**src/hdl/r2b_pkg.sv**
```systemverilog
// ---------------------------------------------------------------------------
// r2b_pkg: shared types and constants of the RGB565 to BMP24 streamer
// Geometry limits, register indexes, the command queue entry and the
// color expansion helpers.
// ---------------------------------------------------------------------------
package r2b_pkg;

  // geometry limits
  localparam int MaxWidth   = 512;
  localparam int MaxHeight  = 512;
  localparam int CfgW       = 10;
  localparam int DimW       = 10;
  localparam int CntW       = 9;
  localparam int IdxW       = 18;
  localparam int RowBytesW  = 11;
  localparam int SizeW      = 20;
  localparam int ByteIdxW   = 6;
  localparam int HdrLastIdx = 53;
  localparam int CmdDepth   = 2;
  localparam int CmdPtrW    = $clog2(CmdDepth);
  localparam int CmdCntW    = $clog2(CmdDepth + 1);

  // register reset values
  localparam logic [CfgW-1:0] WidthReset  = CfgW'(320);
  localparam logic [CfgW-1:0] HeightReset = CfgW'(240);
  localparam logic [CfgW-1:0] StrideReset = CfgW'(320);

  // register indexes
  typedef enum logic [1:0] {
    CFG_IMAGE_WIDTH  = 2'd0,
    CFG_IMAGE_HEIGHT = 2'd1,
    CFG_FB_STRIDE    = 2'd2
  } cfg_reg_e;

  // request kinds
  typedef enum logic {
    ACT_START = 1'b0,
    ACT_PIXEL = 1'b1
  } action_e;

  // effective image geometry
  typedef struct packed {
    logic [DimW-1:0]      width;
    logic [DimW-1:0]      height;
    logic [RowBytesW-1:0] row_bytes;
  } geom_t;

  // one queue entry: a header or one pixel with its padding
  typedef struct packed {
    logic                is_hdr;
    logic [7:0]          blue;
    logic [7:0]          green;
    logic [7:0]          red;
    logic [ByteIdxW-1:0] last_idx;
    logic                frame_end;
    logic [IdxW-1:0]     pix_idx;
  } cmd_t;

  // v*255/31 truncated, via reciprocal multiply (exact for 5-bit v)
  function automatic logic [7:0] expand5(input logic [4:0] v);
    logic [12:0] s;
    logic [26:0] p;
    s = 13'(v) * 13'd255;
    p = 27'(s) * 27'd8457;
    return p[25:18];
  endfunction

  // v*255/63 truncated, via reciprocal multiply (exact for 6-bit v)
  function automatic logic [7:0] expand6(input logic [5:0] v);
    logic [13:0] s;
    logic [29:0] p;
    s = 14'(v) * 14'd255;
    p = 30'(s) * 30'd16645;
    return p[27:20];
  endfunction

endpackage

```
**src/hdl/r2b_in_if.sv**
```systemverilog
// ---------------------------------------------------------------------------
// r2b_in_if: request channel of the streamer
// Valid/ready channel carrying the action code and one RGB565 pixel.
// ---------------------------------------------------------------------------
interface r2b_in_if;
  logic        valid;
  logic        ready;
  logic        action;
  logic [15:0] pixel;

  modport source (output valid, output action, output pixel, input ready);
  modport sink   (input valid, input action, input pixel, output ready);
endinterface

```
**src/hdl/r2b_out_if.sv**
```systemverilog
// ---------------------------------------------------------------------------
// r2b_out_if: byte channel of the streamer
// Valid/ready channel carrying one BMP byte with its side information.
// ---------------------------------------------------------------------------
interface r2b_out_if;
  logic                      valid;
  logic                      ready;
  logic [7:0]                out_byte;
  logic                      last_of_run;
  logic [r2b_pkg::IdxW-1:0]  next_pixel_index;
  logic                      frame_done;

  modport source (output valid, output out_byte, output last_of_run,
                  output next_pixel_index, output frame_done, input ready);
  modport sink   (input valid, input out_byte, input last_of_run,
                  input next_pixel_index, input frame_done, output ready);
endinterface

```
**src/hdl/r2b_front.sv**
```systemverilog
// ---------------------------------------------------------------------------
// r2b_front: request intake and classification
// Holds the size registers and the column/row counters, expands pixel
// colors and builds one queue entry per request, including fetch index.
// ---------------------------------------------------------------------------
module r2b_front (
  input  logic                      clk_i,
  input  logic                      rst_ni,
  input  logic                      cfg_we_i,
  input  logic [1:0]                cfg_idx_i,
  input  logic [r2b_pkg::CfgW-1:0]  cfg_wdata_i,
  r2b_in_if.sink                    in_chan,
  input  logic                      full_i,
  output logic                      push_o,
  output r2b_pkg::cmd_t             cmd_o,
  output r2b_pkg::geom_t            geom_o
);

  logic [r2b_pkg::CfgW-1:0] width_q, height_q, stride_q;
  logic [r2b_pkg::CntW-1:0] col_q, col_d, row_q, row_d;
  logic                     stage_v_q, stage_v_d;
  r2b_pkg::cmd_t            stage_q, stage_d;
  logic [r2b_pkg::DimW-1:0] w_eff, h_eff, w_m1, h_m1;
  logic [1:0]               pad;
  logic                     accept;
  logic                     row_end, frame_end;
  logic [r2b_pkg::CntW-1:0] row_clip, row_flip;
  logic [r2b_pkg::CntW+r2b_pkg::CfgW-1:0] prod;

  // configuration registers
  always_ff @(posedge clk_i or negedge rst_ni) begin
    if (!rst_ni) begin
      width_q  <= r2b_pkg::WidthReset;
      height_q <= r2b_pkg::HeightReset;
      stride_q <= r2b_pkg::StrideReset;
    end else if (cfg_we_i) begin
      case (cfg_idx_i)
        r2b_pkg::CFG_IMAGE_WIDTH:  width_q  <= cfg_wdata_i;
        r2b_pkg::CFG_IMAGE_HEIGHT: height_q <= cfg_wdata_i;
        r2b_pkg::CFG_FB_STRIDE:    stride_q <= cfg_wdata_i;
        default: ;
      endcase
    end
  end

  // effective sizes: zero reads as one, large values saturate
  always_comb begin
    if (width_q == '0) begin
      w_eff = r2b_pkg::DimW'(1);
    end else if (width_q > r2b_pkg::DimW'(r2b_pkg::MaxWidth)) begin
      w_eff = r2b_pkg::DimW'(r2b_pkg::MaxWidth);
    end else begin
      w_eff = width_q;
    end
    if (height_q == '0) begin
      h_eff = r2b_pkg::DimW'(1);
    end else if (height_q > r2b_pkg::DimW'(r2b_pkg::MaxHeight)) begin
      h_eff = r2b_pkg::DimW'(r2b_pkg::MaxHeight);
    end else begin
      h_eff = height_q;
    end
  end

  // row padding: (4 - 3w mod 4) mod 4 equals w mod 4
  assign pad  = w_eff[1:0];
  assign w_m1 = w_eff - r2b_pkg::DimW'(1);
  assign h_m1 = h_eff - r2b_pkg::DimW'(1);

  assign geom_o.width     = w_eff;
  assign geom_o.height    = h_eff;
  assign geom_o.row_bytes = r2b_pkg::RowBytesW'({w_eff, 1'b0})
                          + r2b_pkg::RowBytesW'(w_eff)
                          + r2b_pkg::RowBytesW'(pad);

  // intake handshake: the stage frees when its entry enters the queue
  assign push_o        = stage_v_q && !full_i;
  assign in_chan.ready = !stage_v_q || !full_i;
  assign accept        = in_chan.valid && in_chan.ready;

  assign row_end   = {1'b0, col_q} >= w_m1;
  assign frame_end = {1'b0, row_q} >= h_m1;

  // counter update and entry classification
  always_comb begin
    col_d     = col_q;
    row_d     = row_q;
    stage_d   = stage_q;
    stage_v_d = stage_v_q;
    if (push_o) begin
      stage_v_d = 1'b0;
    end
    if (accept) begin
      stage_v_d         = 1'b1;
      stage_d.blue      = r2b_pkg::expand5(in_chan.pixel[4:0]);
      stage_d.green     = r2b_pkg::expand6(in_chan.pixel[10:5]);
      stage_d.red       = r2b_pkg::expand5(in_chan.pixel[15:11]);
      stage_d.pix_idx   = '0;
      if (in_chan.action == r2b_pkg::ACT_START) begin
        stage_d.is_hdr    = 1'b1;
        stage_d.last_idx  = r2b_pkg::ByteIdxW'(r2b_pkg::HdrLastIdx);
        stage_d.frame_end = 1'b0;
        col_d             = '0;
        row_d             = '0;
      end else begin
        stage_d.is_hdr = 1'b0;
        if (row_end) begin
          stage_d.last_idx  = r2b_pkg::ByteIdxW'(2) + r2b_pkg::ByteIdxW'(pad);
          stage_d.frame_end = frame_end;
          col_d             = '0;
          row_d             = frame_end ? '0 : row_q + r2b_pkg::CntW'(1);
        end else begin
          stage_d.last_idx  = r2b_pkg::ByteIdxW'(2);
          stage_d.frame_end = 1'b0;
          col_d             = col_q + r2b_pkg::CntW'(1);
        end
      end
    end
  end

  // fetch index from the counters left by the staged request
  assign row_clip = ({1'b0, row_q} < h_eff) ? row_q : h_m1[r2b_pkg::CntW-1:0];
  assign row_flip = h_m1[r2b_pkg::CntW-1:0] - row_clip;
  assign prod     = row_flip * stride_q;

  always_comb begin
    cmd_o         = stage_q;
    cmd_o.pix_idx = prod[r2b_pkg::IdxW-1:0] + r2b_pkg::IdxW'(col_q);
  end

  // control state
  always_ff @(posedge clk_i or negedge rst_ni) begin
    if (!rst_ni) begin
      col_q     <= '0;
      row_q     <= '0;
      stage_v_q <= 1'b0;
    end else begin
      col_q     <= col_d;
      row_q     <= row_d;
      stage_v_q <= stage_v_d;
    end
  end

  // staged entry payload
  always_ff @(posedge clk_i) begin
    stage_q <= stage_d;
  end

endmodule

```
**src/hdl/r2b_cmd_fifo.sv**
```systemverilog
// ---------------------------------------------------------------------------
// r2b_cmd_fifo: command queue between front and back
// Small register queue of entries; head is visible while not empty.
// ---------------------------------------------------------------------------
module r2b_cmd_fifo (
  input  logic          clk_i,
  input  logic          rst_ni,
  input  logic          push_i,
  input  r2b_pkg::cmd_t wdata_i,
  input  logic          pop_i,
  output r2b_pkg::cmd_t rdata_o,
  output logic          full_o,
  output logic          empty_o
);

  r2b_pkg::cmd_t               mem_q [r2b_pkg::CmdDepth];
  logic [r2b_pkg::CmdPtrW-1:0] wr_ptr_q, rd_ptr_q;
  logic [r2b_pkg::CmdCntW-1:0] cnt_q;

  assign full_o  = cnt_q == r2b_pkg::CmdCntW'(r2b_pkg::CmdDepth);
  assign empty_o = cnt_q == '0;
  assign rdata_o = mem_q[rd_ptr_q];

  // storage
  always_ff @(posedge clk_i) begin
    if (push_i) begin
      mem_q[wr_ptr_q] <= wdata_i;
    end
  end

  // pointers and fill count
  always_ff @(posedge clk_i or negedge rst_ni) begin
    if (!rst_ni) begin
      wr_ptr_q <= '0;
      rd_ptr_q <= '0;
      cnt_q    <= '0;
    end else begin
      if (push_i) begin
        wr_ptr_q <= (wr_ptr_q == r2b_pkg::CmdPtrW'(r2b_pkg::CmdDepth - 1)) ?
                    '0 : wr_ptr_q + r2b_pkg::CmdPtrW'(1);
      end
      if (pop_i) begin
        rd_ptr_q <= (rd_ptr_q == r2b_pkg::CmdPtrW'(r2b_pkg::CmdDepth - 1)) ?
                    '0 : rd_ptr_q + r2b_pkg::CmdPtrW'(1);
      end
      if (push_i && !pop_i) begin
        cnt_q <= cnt_q + r2b_pkg::CmdCntW'(1);
      end else if (pop_i && !push_i) begin
        cnt_q <= cnt_q - r2b_pkg::CmdCntW'(1);
      end
    end
  end

endmodule

```
**src/hdl/r2b_back.sv**
```systemverilog
// ---------------------------------------------------------------------------
// r2b_back: byte serializer
// Walks the head queue entry one byte per cycle while the sink is ready:
// 54 header bytes, or blue, green, red and padding, into an output register.
// ---------------------------------------------------------------------------
module r2b_back (
  input  logic           clk_i,
  input  logic           rst_ni,
  input  r2b_pkg::geom_t geom_i,
  input  r2b_pkg::cmd_t  head_i,
  input  logic           empty_i,
  output logic           pop_o,
  r2b_out_if.source      out_chan
);

  localparam logic [7:0] ChB        = 8'h42;
  localparam logic [7:0] ChM        = 8'h4D;
  localparam logic [7:0] DataOffset = 8'd54;
  localparam logic [7:0] InfoSize   = 8'd40;
  localparam logic [7:0] Planes     = 8'd1;
  localparam logic [7:0] BitCount   = 8'd24;

  logic [r2b_pkg::SizeW-1:0]    data_q, fsize_q;
  logic [r2b_pkg::RowBytesW+r2b_pkg::DimW-1:0] data_prod;
  logic [r2b_pkg::ByteIdxW-1:0] cnt_q, cnt_d;
  logic                         out_v_q, out_v_d;
  logic [7:0]                   byte_q, byte_d;
  logic                         last_q, done_q, is_last;
  logic [r2b_pkg::IdxW-1:0]     idx_q;
  logic                         adv;

  // header byte decoder
  function automatic logic [7:0] hdr_byte(
    input logic [r2b_pkg::ByteIdxW-1:0] k,
    input logic [r2b_pkg::SizeW-1:0]    fsize,
    input logic [r2b_pkg::SizeW-1:0]    dsize,
    input logic [r2b_pkg::DimW-1:0]     w,
    input logic [r2b_pkg::DimW-1:0]     h
  );
    logic [7:0] b;
    unique case (k)
      6'd0:    b = ChB;
      6'd1:    b = ChM;
      6'd2:    b = fsize[7:0];
      6'd3:    b = fsize[15:8];
      6'd4:    b = 8'(fsize[r2b_pkg::SizeW-1:16]);
      6'd10:   b = DataOffset;
      6'd14:   b = InfoSize;
      6'd18:   b = w[7:0];
      6'd19:   b = 8'(w[r2b_pkg::DimW-1:8]);
      6'd22:   b = h[7:0];
      6'd23:   b = 8'(h[r2b_pkg::DimW-1:8]);
      6'd26:   b = Planes;
      6'd28:   b = BitCount;
      6'd34:   b = dsize[7:0];
      6'd35:   b = dsize[15:8];
      6'd36:   b = 8'(dsize[r2b_pkg::SizeW-1:16]);
      default: b = 8'h00;
    endcase
    return b;
  endfunction

  // pixel data and file sizes, tracked from the size registers
  assign data_prod = geom_i.row_bytes * geom_i.height;

  always_ff @(posedge clk_i) begin
    data_q  <= data_prod[r2b_pkg::SizeW-1:0];
    fsize_q <= data_prod[r2b_pkg::SizeW-1:0] + r2b_pkg::SizeW'(54);
  end

  // advance when an entry waits and the output stage is free
  assign adv     = !empty_i && (!out_v_q || out_chan.ready);
  assign is_last = cnt_q == head_i.last_idx;
  assign pop_o   = adv && is_last;

  // byte select
  always_comb begin
    if (head_i.is_hdr) begin
      byte_d = hdr_byte(cnt_q, fsize_q, data_q, geom_i.width, geom_i.height);
    end else begin
      case (cnt_q)
        6'd0:    byte_d = head_i.blue;
        6'd1:    byte_d = head_i.green;
        6'd2:    byte_d = head_i.red;
        default: byte_d = 8'h00;
      endcase
    end
  end

  // byte counter and output valid
  always_comb begin
    cnt_d   = cnt_q;
    out_v_d = out_v_q;
    if (out_chan.ready) begin
      out_v_d = 1'b0;
    end
    if (adv) begin
      out_v_d = 1'b1;
      cnt_d   = is_last ? '0 : cnt_q + r2b_pkg::ByteIdxW'(1);
    end
  end

  always_ff @(posedge clk_i or negedge rst_ni) begin
    if (!rst_ni) begin
      cnt_q   <= '0;
      out_v_q <= 1'b0;
    end else begin
      cnt_q   <= cnt_d;
      out_v_q <= out_v_d;
    end
  end

  // output payload
  always_ff @(posedge clk_i) begin
    if (adv) begin
      byte_q <= byte_d;
      last_q <= is_last;
      done_q <= is_last && head_i.frame_end;
      idx_q  <= head_i.pix_idx;
    end
  end

  assign out_chan.valid            = out_v_q;
  assign out_chan.out_byte         = byte_q;
  assign out_chan.last_of_run      = last_q;
  assign out_chan.next_pixel_index = idx_q;
  assign out_chan.frame_done       = done_q;

endmodule

```
**src/hdl/rgb565_to_bmp24_streamer.sv**
```systemverilog
// ---------------------------------------------------------------------------
// rgb565_to_bmp24_streamer: RGB565 framebuffer to 24-bit BMP byte stream
// Front stage classifies requests and tracks the pixel position, a
// two-entry command queue decouples it from the byte serializer.
// ---------------------------------------------------------------------------
// first byte path: front stage register, command queue, output register
// throughput: one byte per cycle while the sink is ready (byte-wide output
//   register); a pixel is 3 bytes (3 + pad at row end), a start request 54
// requests are taken back to back while the command queue has room
// reset: counters cleared, sizes 320 x 240 with stride 320; no clearing pass
module rgb565_to_bmp24_streamer (
  input  logic                      clk_i,
  input  logic                      rst_ni,
  input  logic                      cfg_we_i,
  input  logic [1:0]                cfg_idx_i,
  input  logic [r2b_pkg::CfgW-1:0]  cfg_wdata_i,
  r2b_in_if.sink                    in_chan,
  r2b_out_if.source                 out_chan
);

  r2b_pkg::cmd_t  push_cmd, head_cmd;
  r2b_pkg::geom_t geom;
  logic           cmd_push, cmd_pop, cmd_full, cmd_empty;

  // request intake
  r2b_front u_front (
    .clk_i       (clk_i),
    .rst_ni      (rst_ni),
    .cfg_we_i    (cfg_we_i),
    .cfg_idx_i   (cfg_idx_i),
    .cfg_wdata_i (cfg_wdata_i),
    .in_chan     (in_chan),
    .full_i      (cmd_full),
    .push_o      (cmd_push),
    .cmd_o       (push_cmd),
    .geom_o      (geom)
  );

  // command queue
  r2b_cmd_fifo u_fifo (
    .clk_i   (clk_i),
    .rst_ni  (rst_ni),
    .push_i  (cmd_push),
    .wdata_i (push_cmd),
    .pop_i   (cmd_pop),
    .rdata_o (head_cmd),
    .full_o  (cmd_full),
    .empty_o (cmd_empty)
  );

  // byte serializer
  r2b_back u_back (
    .clk_i    (clk_i),
    .rst_ni   (rst_ni),
    .geom_i   (geom),
    .head_i   (head_cmd),
    .empty_i  (cmd_empty),
    .pop_o    (cmd_pop),
    .out_chan (out_chan)
  );

  // queue never written while full
  assert property (@(posedge clk_i) disable iff (!rst_ni)
    cmd_push |-> !cmd_full)
    else $error("command queue overflow");

  // intake only stalls on a full queue
  assert property (@(posedge clk_i) disable iff (!rst_ni)
    !in_chan.ready |-> cmd_full)
    else $error("intake stalled with queue room");

  // end of file only on the final byte of a request
  assert property (@(posedge clk_i) disable iff (!rst_ni)
    out_chan.valid && out_chan.frame_done |-> out_chan.last_of_run)
    else $error("frame end without last byte");

endmodule

```
**src/flat_wrapper.sv**
```systemverilog
// flat-port wrapper written by rule: the top's interface ports become plain ports
module rgb565_to_bmp24_streamer_flat 
  (clk_i, rst_ni, cfg_we_i, cfg_idx_i, cfg_wdata_i, in_chan_valid, in_chan_action, in_chan_pixel, in_chan_ready, out_chan_valid, out_chan_out_byte, out_chan_last_of_run, out_chan_next_pixel_index, out_chan_frame_done, out_chan_ready);
  r2b_in_if in_chan_i ();
  r2b_out_if out_chan_i ();
  input  logic clk_i;
  input  logic rst_ni;
  input  logic cfg_we_i;
  input  logic [1:0] cfg_idx_i;
  input  logic [r2b_pkg::CfgW-1:0] cfg_wdata_i;
  input wire logic [$bits(in_chan_i.valid)-1:0] in_chan_valid;
  input wire logic [$bits(in_chan_i.action)-1:0] in_chan_action;
  input wire logic [$bits(in_chan_i.pixel)-1:0] in_chan_pixel;
  output wire logic [$bits(in_chan_i.ready)-1:0] in_chan_ready;
  output wire logic [$bits(out_chan_i.valid)-1:0] out_chan_valid;
  output wire logic [$bits(out_chan_i.out_byte)-1:0] out_chan_out_byte;
  output wire logic [$bits(out_chan_i.last_of_run)-1:0] out_chan_last_of_run;
  output wire logic [$bits(out_chan_i.next_pixel_index)-1:0] out_chan_next_pixel_index;
  output wire logic [$bits(out_chan_i.frame_done)-1:0] out_chan_frame_done;
  input wire logic [$bits(out_chan_i.ready)-1:0] out_chan_ready;
  assign in_chan_i.valid = in_chan_valid;
  assign in_chan_i.action = in_chan_action;
  assign in_chan_i.pixel = in_chan_pixel;
  assign in_chan_ready = in_chan_i.ready;
  assign out_chan_valid = out_chan_i.valid;
  assign out_chan_out_byte = out_chan_i.out_byte;
  assign out_chan_last_of_run = out_chan_i.last_of_run;
  assign out_chan_next_pixel_index = out_chan_i.next_pixel_index;
  assign out_chan_frame_done = out_chan_i.frame_done;
  assign out_chan_i.ready = out_chan_ready;
  rgb565_to_bmp24_streamer u_core (.clk_i(clk_i), .rst_ni(rst_ni), .cfg_we_i(cfg_we_i), .cfg_idx_i(cfg_idx_i), .cfg_wdata_i(cfg_wdata_i), .in_chan(in_chan_i), .out_chan(out_chan_i));
endmodule
```
**config.mk**
```make
export PLATFORM = sky130hd
export DESIGN_NAME = rgb565_to_bmp24_streamer_flat
export DESIGN_NICKNAME = d
export VERILOG_FILES = /design/src/hdl/r2b_pkg.sv /design/src/hdl/r2b_in_if.sv /design/src/hdl/r2b_out_if.sv /design/src/hdl/r2b_front.sv /design/src/hdl/r2b_cmd_fifo.sv /design/src/hdl/r2b_back.sv /design/src/hdl/rgb565_to_bmp24_streamer.sv /design/src/flat_wrapper.sv
export SDC_FILE = /design/constraint.sdc
export NUM_CORES = 1
export LEC_CHECK = 0
export BUFFER_PORTS_ARGS = -buffer_cell sky130_fd_sc_hd__buf_2
export CAP_MARGIN = 25
export CORE_MARGIN = 1
export CORE_UTILIZATION = 65
export CTS_BUF_LIST = sky130_fd_sc_hd__clkbuf_16
export CTS_CLUSTER_DIAMETER = 50
export DETAILED_ROUTE_END_ITERATION = 8
export PLACE_DENSITY = 0.91
export SYNTH_ARGS = -nofsm -noshare
export SYNTH_HDL_FRONTEND = slang
export SYNTH_HIERARCHICAL = 1
export SYNTH_SLANG_ARGS = --single-unit
```
**constraint.sdc**
```tcl
create_clock -name clk_i -period 10 [get_ports clk_i]
set_input_delay 2 -clock clk_i [delete_from_list [all_inputs] [get_ports clk_i]]
set_output_delay 2 -clock clk_i [all_outputs]
set_load 0.01 [all_outputs]
```
==> results.ini <==
[outcome]
status=complete, no violations

[critical_path]
endpoint_kind=register
reg2reg_slack_ns=0.62
worstPathMaxFanout=10
worst_setup_path_endpoint=u_core/u_fifo/mem_q[0][17]
cp.arrival_ns=9.69
slowest_stage=fa_1
crit_type=register to register
r2r-end=u_core/u_fifo/mem_q[0][17]
cp_common_cell=fa_1
critical-path-max-stage-delay_ns=0.56
r2r_cells=35
startpoint=u_core/u_front/height_q[3]
rr_startpoint=u_core/u_front/height_q[3]
required_ns=10.31
crit_path_start_kind=register

[sta]
finalSetupViolCount=0
fin_worst_skew_ns=0.02276
hold_viol=0
slew_viol_final=0
setup_tns_ns=0
worst_pin_slew_ns=1.051
min_period_ns=9.378
slew_headroom_pct=29.36
fmax_mhz=106.6
rsz0062_at_grt=false
fin_ws_ns=0.6221
fin_crit_sh_pct=93.78

[cts]
hold_buffers=0
numCtsBuffers=31
post-cts-setup-buffer-count=0
cts-root-buf=clkbuf_16
clkTransAtPathRegs_ns=0.06
cts_tree=done
worstSkewPairLatency_ns=0.59
clk_path_buf_depth=3
cts_htree_levels=1
cts_num_sinks=257
cts_resized=0

[synthesis]
synth_top_area_share_pct=20.36
synth_edf_count=158
netlist_instances=2517
yosysSeqAreaShare_pct=26.88
synth.most_common_cell=ha_1
synth_area_leaders=ha_1 (20%), edfxtp_1 (18%), fa_1 (15%)
netlist_area_um2=26180
synth_seq_cells=257
synth_common_cells=ha_1 (426), inv_1 (387), fa_1 (197)
yosysWarnings=6
synth_cell_types=104
yosysTopAreaCell=ha_1
post_synth.cell_area_avg_um2=10.40
async_flop_share_pct=23.35
ys_dominant_reg_cell=edfxtp_1

[routing]
dr.pass1.iters=7
drc=0
finalWirelength_mm=61.16
vias=19090
via_per_inst=6.123
wl_per_cell_um=19.61
ant_nets=0
first_iter_violations=1777

[hold_path]
hold_path_startpoint=u_core/u_front/cmd_o[37]
whs_path_depth=0
hold_class=register to register

[placed_design]
dp_slack_ns=0.2279
dp_hpwl_mm=45.01
globalplace.congestion=0.9156
io_buffers=63
dpl_cell_area_um2=26980

[grt]
grt_pass1_wl_mm=100.5
grt.overflow.total=0
grt_max_degree=61
antenna_found_initial=0
first_global_vias=19980
grt_usage_pct=30.26

[layout]
nets=3225
drive_gt1_share_pct=11.26
final_cell_area_um2=27970
diodes=0
syn_to_final_growth_pct=6.839
post-route-util_pct=70.40

[run]
cap_viol_max_count=0

[floorplanning]
initial_core_util_pct=65.90
core-area_um2=39730
fp-row-count=73
die_x_um=202.7
io_pins=64
dieArea_um2=41090
die_h_um=202.7

[cells in the final DEF (no fill, tap or decap), types with 49 or more instances in the layout]
| master | count |
|---|---|
| edfxtp_1 | 158 |
| nor2_1 | 90 |
| mux2_4 | 49 |
| dfrtp_1 | 51 |
| ha_1 | 426 |
| nand2_1 | 178 |
| inv_1 | 391 |
| and2_1 | 102 |
| buf_2 | 63 |
| a21oi_1 | 87 |
| fa_1 | 197 |
| o21ai_0 | 77 |
| xnor2_1 | 90 |
[cells by family (layout without fill, tap and decap cells)]
kind of cell,Yosys count,after routing,share of synthesized area (%)
mux,106,106,5.161
other cells,1,3,0.01432
flops,257,257,26.88
compound gates,357,357,9.276
buf+inv,460,534,7.058
xor+xnor,137,137,4.698
simple gates,576,576,11.49
fa+ha+maj,623,623,35.42
[worst min path at each step]
stage | endpoint | slack (ns)
finish | u_core/u_fifo/mem_q[1][37] | 0.45
global route | u_core/u_fifo/mem_q[1][37] | 0.46
CTS | u_core/u_fifo/mem_q[0][47] | 0.45
detailed placement | u_core/u_fifo/mem_q[0][32] | 0.43
global placement | u_core/u_fifo/mem_q[1][25] | 0.42
floorplan | u_core/u_fifo/mem_q[0][18] | 0.42
[critical path, delay by kind of cell, from the launching register on]
kind / cells / cell delay, ns
flops: 1 / 0.45
buf+inv: 5 / 0.46
xor+xnor: 2 / 0.56
compound gates: 12 / 2.68
fa+ha+maj: 8 / 3.31
mux: 1 / 0.26
simple gates: 7 / 1.38
[per-stage QoR]
step / hold slack [ns] / std cells
finish: 0.4533 / 3118
global route: 0.4591 / 3118
CTS: 0.4504 / 3118
floorplan: 0.4215 / 2519
global placement: 0.4228 / 3059
detailed placement: 0.4345 / 3060
[registers in the layout, indices dropped and copies added, names as in the netlist]
| register | count |
|---|---|
| u_core/u_front/stage_v_q | 1 |
| u_core/u_back/out_chan.frame_done | 1 |
| u_core/u_back/out_chan.next_pixel_index | 18 |
| u_core/u_back/fsize_q | 20 |
| u_core/u_fifo/mem_q | 100 |
| u_core/u_fifo/cnt_q | 2 |
| u_core/u_fifo/wr_ptr_q | 1 |
| u_core/u_front/row_q | 9 |
| u_core/u_fifo/rd_ptr_q | 1 |
| u_core/u_front/stride_q | 10 |
| u_core/u_front/height_q | 10 |
| u_core/u_back/out_chan.valid | 1 |
| u_core/u_back/out_chan.out_byte | 8 |
| u_core/u_front/width_q | 10 |
| u_core/u_front/cmd_o | 30 |
| u_core/u_front/col_q | 9 |
| u_core/u_back/cnt_q | 6 |
| u_core/u_back/out_chan.last_of_run | 1 |
| u_core/u_back/data_q | 19 |
[per-layer routing]
metal | GRT usage, % | wire [µm]
met5 | 0 | 0
met4 | 11.12 | 2403
met3 | 3.066 | 3697
met2 | 54.50 | 31400
met1 | 37.50 | 23660
[area by class of cell]
class / count / area, µm²
inverter: 388 / 1456
clock inverter: 27 / 216.5
clock buffer: 31 / 775.7
multi-input combinational: 1802 / 17310
tap: 525 / 656.9
sequential: 257 / 7038
timing repair buffer: 88 / 515.5
fill: 2636 / 11760
Power is not shown: default switching activity piles up to over one toggle a cycle in this logic, so the estimate is an artifact.
